## src/hw/rtl/rec_pkg.sv

```systemverilog
// Shared types and constants for the carry-propagating range encoder.
// Used by rec_ctrl, rec_dp and range_encoder_with_carry.
package rec_pkg;

  localparam int LOW_W      = 33;
  localparam int RANGE_W    = 32;
  localparam int BYTE_W     = 8;
  localparam int REP_W      = 32;
  localparam int START_W    = 16;
  localparam int FREQ_W     = 17;
  localparam int CNT_W      = 5;

  localparam logic [CNT_W-1:0] DIV_LAST_STEP = CNT_W'(RANGE_W - 1);
  localparam logic [CNT_W-1:0] FLUSH_SHIFTS  = CNT_W'(5);

  localparam logic [RANGE_W-1:0] ALL_ONES32 = 32'hFFFF_FFFF;
  localparam logic [BYTE_W-1:0]  FF_BYTE    = 8'hFF;

  localparam logic REQ_ENCODE = 1'b0;
  localparam logic REQ_FINISH = 1'b1;

  typedef struct packed {
    logic load_in;
    logic div_init;
    logic div_step;
    logic mul;
    logic upd;
    logic shift;
    logic rng_shift;
    logic push2;
    logic flush;
  } rec_cmd_t;

  typedef struct packed {
    logic norm_done;
    logic emit;
    logic pend_gt1;
    logic can_push;
    logic hold_v;
    logic out_free;
  } rec_sts_t;

endpackage

```

## src/hw/rtl/rec_ctrl.sv

```systemverilog
// Sequencer of the range encoder: divide, multiply, update, shift loop, flush.
// Depends on rec_pkg; drives rec_dp through rec_cmd_t, reads rec_sts_t.
module rec_ctrl
  import rec_pkg::*;
(
  input  logic     clk,
  input  logic     rst_n,
  input  logic     in_valid,
  output logic     in_ready,
  input  logic     in_req_type,
  input  rec_sts_t sts,
  output rec_cmd_t cmd
);

  localparam logic [2:0] S_IDLE  = 3'd0;
  localparam logic [2:0] S_DIV   = 3'd1;
  localparam logic [2:0] S_MUL   = 3'd2;
  localparam logic [2:0] S_UPD   = 3'd3;
  localparam logic [2:0] S_CHK   = 3'd4;
  localparam logic [2:0] S_PUSH2 = 3'd5;
  localparam logic [2:0] S_FIN   = 3'd6;

  logic [2:0]       state_r, state_nxt;
  logic [CNT_W-1:0] cnt_r, cnt_nxt;
  logic             fin_r, fin_nxt;
  logic             done;

  assign in_ready = (state_r == S_IDLE);
  assign done     = fin_r ? (cnt_r == '0) : sts.norm_done;

  always_comb begin
    state_nxt = state_r;
    cnt_nxt   = cnt_r;
    fin_nxt   = fin_r;
    cmd       = '0;
    cmd.rng_shift = !fin_r;
    unique case (state_r)
      S_IDLE: begin
        if (in_valid) begin
          cmd.load_in = 1'b1;
          fin_nxt     = (in_req_type == REQ_FINISH);
          if (in_req_type == REQ_FINISH) begin
            cnt_nxt   = FLUSH_SHIFTS;
            state_nxt = S_CHK;
          end else begin
            cnt_nxt   = DIV_LAST_STEP;
            state_nxt = S_DIV;
          end
        end
      end
      S_DIV: begin
        cmd.div_step = 1'b1;
        cnt_nxt      = cnt_r - 1'b1;
        if (cnt_r == '0) begin
          state_nxt = S_MUL;
        end
      end
      S_MUL: begin
        cmd.mul   = 1'b1;
        state_nxt = S_UPD;
      end
      S_UPD: begin
        cmd.upd   = 1'b1;
        state_nxt = S_CHK;
      end
      S_CHK: begin
        if (done) begin
          state_nxt = S_FIN;
        end else if (!sts.emit || sts.can_push) begin
          cmd.shift = 1'b1;
          if (fin_r) begin
            cnt_nxt = cnt_r - 1'b1;
          end
          if (sts.emit && sts.pend_gt1) begin
            state_nxt = S_PUSH2;
          end
        end
      end
      S_PUSH2: begin
        if (sts.can_push) begin
          cmd.push2 = 1'b1;
          state_nxt = S_CHK;
        end
      end
      S_FIN: begin
        if (!sts.hold_v) begin
          state_nxt = S_IDLE;
        end else if (sts.out_free) begin
          cmd.flush = 1'b1;
          state_nxt = S_IDLE;
        end
      end
      default: begin
        state_nxt = S_IDLE;
      end
    endcase
    cmd.div_init = cmd.load_in;
  end

  always_ff @(posedge clk) begin
    if (!rst_n) begin
      state_r <= S_IDLE;
      cnt_r   <= '0;
      fin_r   <= 1'b0;
    end else begin
      state_r <= state_nxt;
      cnt_r   <= cnt_nxt;
      fin_r   <= fin_nxt;
    end
  end

endmodule

```

## src/hw/rtl/rec_dp.sv

```systemverilog
// Datapath of the range encoder: coder state, radix-2 divider, multipliers,
// byte shifter, one-deep hold stage and output register. Depends on rec_pkg.
module rec_dp
  import rec_pkg::*;
(
  input  logic               clk,
  input  logic               rst_n,
  input  rec_cmd_t           cmd,
  output rec_sts_t           sts,
  input  logic [START_W-1:0] in_sym_start,
  input  logic [FREQ_W-1:0]  in_sym_size,
  input  logic [FREQ_W-1:0]  in_freq_total,
  output logic               out_valid,
  input  logic               out_ready,
  output logic [BYTE_W-1:0]  out_byte,
  output logic [REP_W-1:0]   out_repeat,
  output logic               out_last_flag
);

  // coder state
  logic [LOW_W-1:0]   low_r, low_nxt;
  logic [RANGE_W-1:0] range_r, range_nxt;
  logic [BYTE_W-1:0]  cache_r, cache_nxt;
  logic [REP_W-1:0]   pend_r, pend_nxt;

  // operands and divider
  logic [START_W-1:0] start_r;
  logic [FREQ_W-1:0]  size_r, div_d_r;
  logic [FREQ_W-1:0]  rem_r;
  logic [RANGE_W-1:0] quo_r;
  logic [FREQ_W:0]    trial;
  logic               ge;

  // products
  logic [RANGE_W-1:0] prod_sq;
  logic [48:0]        prod_rq;
  logic [RANGE_W-1:0] psq_r;
  logic [48:0]        prq_r;
  logic [RANGE_W-1:0] rng_sat;

  // shift step
  logic [RANGE_W-1:0] lo32;
  logic               carry;
  logic               emit;
  logic [BYTE_W-1:0]  sec_byte_r;
  logic [REP_W-1:0]   sec_rep_r;

  // result staging
  logic               push;
  logic [BYTE_W-1:0]  new_byte;
  logic [REP_W-1:0]   new_rep;
  logic               hold_v_r;
  logic [BYTE_W-1:0]  hold_byte_r;
  logic [REP_W-1:0]   hold_rep_r;
  logic               out_v_r;
  logic [BYTE_W-1:0]  out_byte_r;
  logic [REP_W-1:0]   out_rep_r;
  logic               out_last_r;

  assign trial   = {rem_r, quo_r[RANGE_W-1]};
  assign ge      = (trial >= {1'b0, div_d_r});
  assign prod_sq = RANGE_W'(start_r) * quo_r;
  assign prod_rq = 49'(size_r) * 49'(quo_r);
  assign rng_sat = (prq_r[48:RANGE_W] != '0) ? ALL_ONES32 : prq_r[RANGE_W-1:0];

  assign lo32  = low_r[RANGE_W-1:0];
  assign carry = low_r[LOW_W-1];
  assign emit  = (lo32[31:24] != FF_BYTE) || carry;

  assign push     = (cmd.shift && emit) || cmd.push2;
  assign new_byte = cmd.push2 ? sec_byte_r : (cache_r + BYTE_W'(carry));
  assign new_rep  = cmd.push2 ? sec_rep_r : REP_W'(1);

  assign sts.norm_done = (range_r[31:24] != '0);
  assign sts.emit      = emit;
  assign sts.pend_gt1  = (pend_r > REP_W'(1));
  assign sts.can_push  = !hold_v_r || !out_v_r;
  assign sts.hold_v    = hold_v_r;
  assign sts.out_free  = !out_v_r;

  assign out_valid     = out_v_r;
  assign out_byte      = out_byte_r;
  assign out_repeat    = out_rep_r;
  assign out_last_flag = out_last_r;

  always_comb begin
    low_nxt   = low_r;
    range_nxt = range_r;
    cache_nxt = cache_r;
    pend_nxt  = pend_r;
    if (cmd.upd) begin
      low_nxt   = low_r + {1'b0, psq_r};
      range_nxt = (rng_sat == '0) ? RANGE_W'(1) : rng_sat;
    end
    if (cmd.shift) begin
      if (emit) begin
        cache_nxt = lo32[31:24];
        pend_nxt  = REP_W'(1);
      end else if (pend_r != ALL_ONES32) begin
        pend_nxt  = pend_r + 1'b1;
      end
      low_nxt = {1'b0, lo32[23:0], 8'h00};
      if (cmd.rng_shift) begin
        range_nxt = {range_r[23:0], 8'h00};
      end
    end
  end

  always_ff @(posedge clk) begin
    if (!rst_n) begin
      low_r   <= '0;
      range_r <= ALL_ONES32;
      cache_r <= '0;
      pend_r  <= REP_W'(1);
    end else begin
      low_r   <= low_nxt;
      range_r <= range_nxt;
      cache_r <= cache_nxt;
      pend_r  <= pend_nxt;
    end
  end

  always_ff @(posedge clk) begin
    if (cmd.load_in) begin
      start_r <= in_sym_start;
      size_r  <= (in_sym_size == '0) ? FREQ_W'(1) : in_sym_size;
      div_d_r <= (in_freq_total == '0) ? FREQ_W'(1) : in_freq_total;
    end
    if (cmd.div_init) begin
      rem_r <= '0;
      quo_r <= range_r;
    end else if (cmd.div_step) begin
      rem_r <= ge ? FREQ_W'(trial - {1'b0, div_d_r}) : trial[FREQ_W-1:0];
      quo_r <= {quo_r[RANGE_W-2:0], ge};
    end
    if (cmd.mul) begin
      psq_r <= prod_sq;
      prq_r <= prod_rq;
    end
    if (cmd.shift && emit) begin
      sec_byte_r <= FF_BYTE + BYTE_W'(carry);
      sec_rep_r  <= pend_r - 1'b1;
    end
    if (push) begin
      hold_byte_r <= new_byte;
      hold_rep_r  <= new_rep;
    end
  end

  // a held result moves out once the next one arrives (not last) or at item end (last)
  always_ff @(posedge clk) begin
    if (!rst_n) begin
      hold_v_r <= 1'b0;
      out_v_r  <= 1'b0;
    end else begin
      if (out_v_r && out_ready) begin
        out_v_r <= 1'b0;
      end
      if (push) begin
        hold_v_r <= 1'b1;
        if (hold_v_r) begin
          out_v_r <= 1'b1;
        end
      end else if (cmd.flush) begin
        hold_v_r <= 1'b0;
        out_v_r  <= 1'b1;
      end
    end
  end

  always_ff @(posedge clk) begin
    if ((push && hold_v_r) || cmd.flush) begin
      out_byte_r <= hold_byte_r;
      out_rep_r  <= hold_rep_r;
      out_last_r <= cmd.flush;
    end
  end

endmodule

```

## src/hw/rtl/range_encoder_with_carry.sv

```systemverilog
// Carry-propagating range encoder (LZMA style), top level.
// Instantiates rec_ctrl and rec_dp; depends on rec_pkg.
//
// An encode item: the 32-bit by 17-bit quotient comes from a radix-2 divider at
// one bit per cycle, followed by a multiply step, an update step and the
// renormalization loop of at most three byte shifts; a shift that emits while
// more than one byte is pending adds a second push step. A finish item runs
// its five shifts. One item is in work at a time. Results leave through a
// one-deep hold stage and an output register, so the last result of an item
// appears only once the item is done; a stalled output delays the shift loop
// only when both are full.
module range_encoder_with_carry
  import rec_pkg::*;
(
  input  logic               clk,
  input  logic               rst_n,
  input  logic               in_valid,
  output logic               in_ready,
  input  logic               in_req_type,
  input  logic [START_W-1:0] in_sym_start,
  input  logic [FREQ_W-1:0]  in_sym_size,
  input  logic [FREQ_W-1:0]  in_freq_total,
  output logic               out_valid,
  input  logic               out_ready,
  output logic [BYTE_W-1:0]  out_byte,
  output logic [REP_W-1:0]   out_repeat,
  output logic               out_last_flag
);

  rec_cmd_t cmd;
  rec_sts_t sts;

  rec_ctrl u_ctrl (
    .clk         (clk),
    .rst_n       (rst_n),
    .in_valid    (in_valid),
    .in_ready    (in_ready),
    .in_req_type (in_req_type),
    .sts         (sts),
    .cmd         (cmd)
  );

  rec_dp u_dp (
    .clk           (clk),
    .rst_n         (rst_n),
    .cmd           (cmd),
    .sts           (sts),
    .in_sym_start  (in_sym_start),
    .in_sym_size   (in_sym_size),
    .in_freq_total (in_freq_total),
    .out_valid     (out_valid),
    .out_ready     (out_ready),
    .out_byte      (out_byte),
    .out_repeat    (out_repeat),
    .out_last_flag (out_last_flag)
  );

endmodule

```

## config.mk

```make
export PLATFORM = sky130hd
export DESIGN_NAME = range_encoder_with_carry
export DESIGN_NICKNAME = d
export VERILOG_FILES = /design/src/hw/rtl/rec_pkg.sv /design/src/hw/rtl/rec_ctrl.sv /design/src/hw/rtl/rec_dp.sv /design/src/hw/rtl/range_encoder_with_carry.sv
export SDC_FILE = /design/constraint.sdc
export NUM_CORES = 2
export LEC_CHECK = 0
export BUFFER_PORTS_ARGS = -buffer_cell sky130_fd_sc_hd__buf_2
export CORE_MARGIN = 2
export CORE_UTILIZATION = 40
export DETAILED_ROUTE_END_ITERATION = 10
export PLACE_DENSITY = 0.63
export SLEW_MARGIN = 10
export SYNTH_ARGS = -nofsm -noshare
export SYNTH_HDL_FRONTEND = slang
export SYNTH_SLANG_ARGS = --single-unit
```

## constraint.sdc

```tcl
create_clock -name clk -period 6.65 [get_ports clk]
set_input_delay 1.33 -clock clk [delete_from_list [all_inputs] [get_ports clk]]
set_output_delay 1.33 -clock clk [all_outputs]
set_load 0.05 [all_outputs]
```

==> metrics.txt <==
P&R area growth vs syn=13.24%; critical path class=reg -> reg; Placement Cell Area=just over 0.05 mm2; setup TNS=0 ps; die width=about 350 um; PnR worst setup slack=146.0 ps; Hold Path Class=reg -> reg; Seq/Total Area, Yosys=a little under a quarter; RSZ-0062 raised after global routing=true; CP endpoint kind=flip-flop; final net count=approximately 6300; vias in the first global route=35910; crit path launch type=flip-flop; slew of the pin with the lowest slew margin=~1200 ps; cells after synthesis=around 5000; average size of a mapped cell=slightly above 9 um2; Num CTS Buffers=50; via/cell ratio=5.168; DRC Markers=0; Max FO, Critical Path=7; Yosys Warn Count=0; status=finished, final reports clean; FFs w/ async S/R, synth=0%; predominant post-synthesis flop cell=edfxtp_1; #FFs+latches synth=410; DP Worst Slack=-161.3 ps; row count=about 130; final setup fails=0; DP Wirelength=98010 um; Clock Skew=about 50 ps; max cap viols=0; clk_lat worst skew=~660 ps; largest net degree at the start of global routing=just over 60; Synth cell types=72; Sink Count=410; I/O Buffers=a little under 100; number of I/O pins=between 90 and 100; Hold WS=about 420 ps; routed via count=35010; Initial Util=40.35%; die footprint=between 0.1 and 0.15 mm2; most common cell after layout, fill and taps aside=inv_1; global-route wire length before repair=roughly 200000 um; Max transition margin=between 20% and 30%; H-tree depth=2; initial antenna violation count=2; Slew Limit Fails=0; CTS tree=built; Inserted Diodes=0; Post-synth EDFFs=277; Period minus WS final=roughly 6500 ps; Die H=approximately 350 um; Final period util=between 90% and 100%; Finished Cell Area=0.05310 mm2; Layout fillers=between 10000 and 15000; Overall Global Routing Usage=21.08%; Netlist Area Pre-Place=approximately 0.047 mm2; CTS max path bufs=3; Syn Nets=approximately 6100; layout cells sized above 1=10.74%; Routability Congestion=0.9080; most frequent cells in the layout=933 x inv_1, 874 x nand2_1, 750 x fa_1, 379 x and2_1, 277 x edfxtp_1; clk slew on worst S/H paths=approximately 60 ps; crit path DAT=6870 ps; fmax=~150 MHz; hold violation count in the final report=0; Pre-Repair DR Iteration Count=6; Required @ worst endpoint=7020 ps; total congestion overflow=0; final antenna-violating net count=0; core area=0.1162 mm2; CTS root buffer=clkbuf_16; drt wl/cell=18.64 um; drt first-iter violations=between 2000 and 3000; Routed WL=126300 um
## layout make-up
| class | instances | area, um2 | share of cell area (%) |
|---|---|---|---|
| Sequential cell | 410 | 10980 | 20.68 |
| Multi-Input combinational cell | 3407 | 31580 | 59.47 |
| Clock inverter | 31 | 345.3 | 0.6503 |
| Inverter | 936 | 3515 | 6.619 |
| Clock buffer | 63 | 1415 | 2.665 |
| Timing Repair Buffer | 402 | 3359 | 6.326 |
| Tap cell | 1524 | 1907 | 3.591 |
## sequential cells by signal, indices dropped and copies added, names as in the netlist, 16 cells and up
signal	flops
u_dp.rem_r	17
u_dp.sec_rep_r	32
u_dp.start_r	16
u_dp.low_r	33
u_dp.quo_r	32
u_dp.prq_r	49
u_dp.hold_rep_r	32
u_dp.pend_r	32
u_dp.div_d_r	17
u_dp.psq_r	32
u_dp.out_repeat	32
u_dp.range_r	32
u_dp.size_r	17
## final timing paths
path                                          start                  end  slack, ps  cells after the start
worst max-delay path                 u_dp.size_r[5]       u_dp.prq_r[47]        150                     22
worst min-delay path            u_dp.hold_rep_r[11]  u_dp.out_repeat[11]        420                      0
worst max register to register       u_dp.size_r[5]       u_dp.prq_r[47]        150                     22
worst min register to register  u_dp.hold_rep_r[11]  u_dp.out_repeat[11]        420                      0
## synthesized netlist by cell type, drive strengths merged (15+ instances only)
cell type  instances  area [um2]
a211oi            17       127.6
o31ai             15       112.6
nand3             70       350.3
nand4             34       219.0
ha               243        3040
nor4              29       181.4
xor2              62       543.0
mux2i             22       220.2
dfxtp            133        2663
o21ai            141       705.7
and2             382        2392
nor3              43       215.2
a21o              50       375.4
nand2            875        3284
edfxtp           277        8318
xnor2            127        1112
or3               20       125.1
o21a              27       202.7
a21oi            134       670.6
clkbuf           280        1051
nor2             124       468.0
and3              18       117.6
a22oi             16       120.1
inv              935        3510
nand2b            21       131.4
fa               755       15110
nor2b             31       193.9
## cell families (layout without fill, tap and decap cells)
group / after synthesis / in the layout / share of synthesized area, %
buffers and inverters: 1226 / 1432 / 9.864
xor gates and xnor gates: 189 / 189 / 3.530
and+or+nand+nor: 1688 / 1688 / 17.07
muxes: 22 / 22 / 0.4696
DFF: 410 / 410 / 23.42
AOI/OAI and AO/OA: 510 / 510 / 6.929
adders and majority gates: 998 / 998 / 38.72
## repair_timing
action,4_1_cts,5_1_grt
setup buffers,2,23
endpoints found under the setup margin,12,23
hold buffers,0,0
gates cloned,0,4
pin swaps,3,22
resized for setup,5,85
## per-stage QoR
stage | cells | utilization [%]
floorplan | 5043 | -
global placement | 6651 | 43.58
detailed placement | 6651 | 43.58
CTS | 6747 | 45.12
global route | 6773 | 45.70
finish | 6773 | 45.70
## metal layers
layer  routed length, um  global-route usage (%)
met3                8875                   2.917
met5                   0                       0
met2               58080                   33.89
met1               55660                   29.67
met4                3636                   6.051
## critical path, cell delays in order, from the launching register on
cell,delay (ps)
edfxtp_1,450
buf_6,170
clkbuf_16,150
and2_1,150
fa_1,530
inv_1,50
fa_1,540
fa_1,470
fa_1,550
inv_1,50
fa_1,470
inv_1,50
fa_1,490
inv_1,50
ha_2,320
buf_4,120
nand3_2,130
or3_4,450
nand3_2,100
or4b_4,490
a21boi_4,200
o2111ai_2,110
o311a_1,140
Power is not shown: default switching activity piles up to over one toggle a cycle in this logic, so the estimate is an artifact.
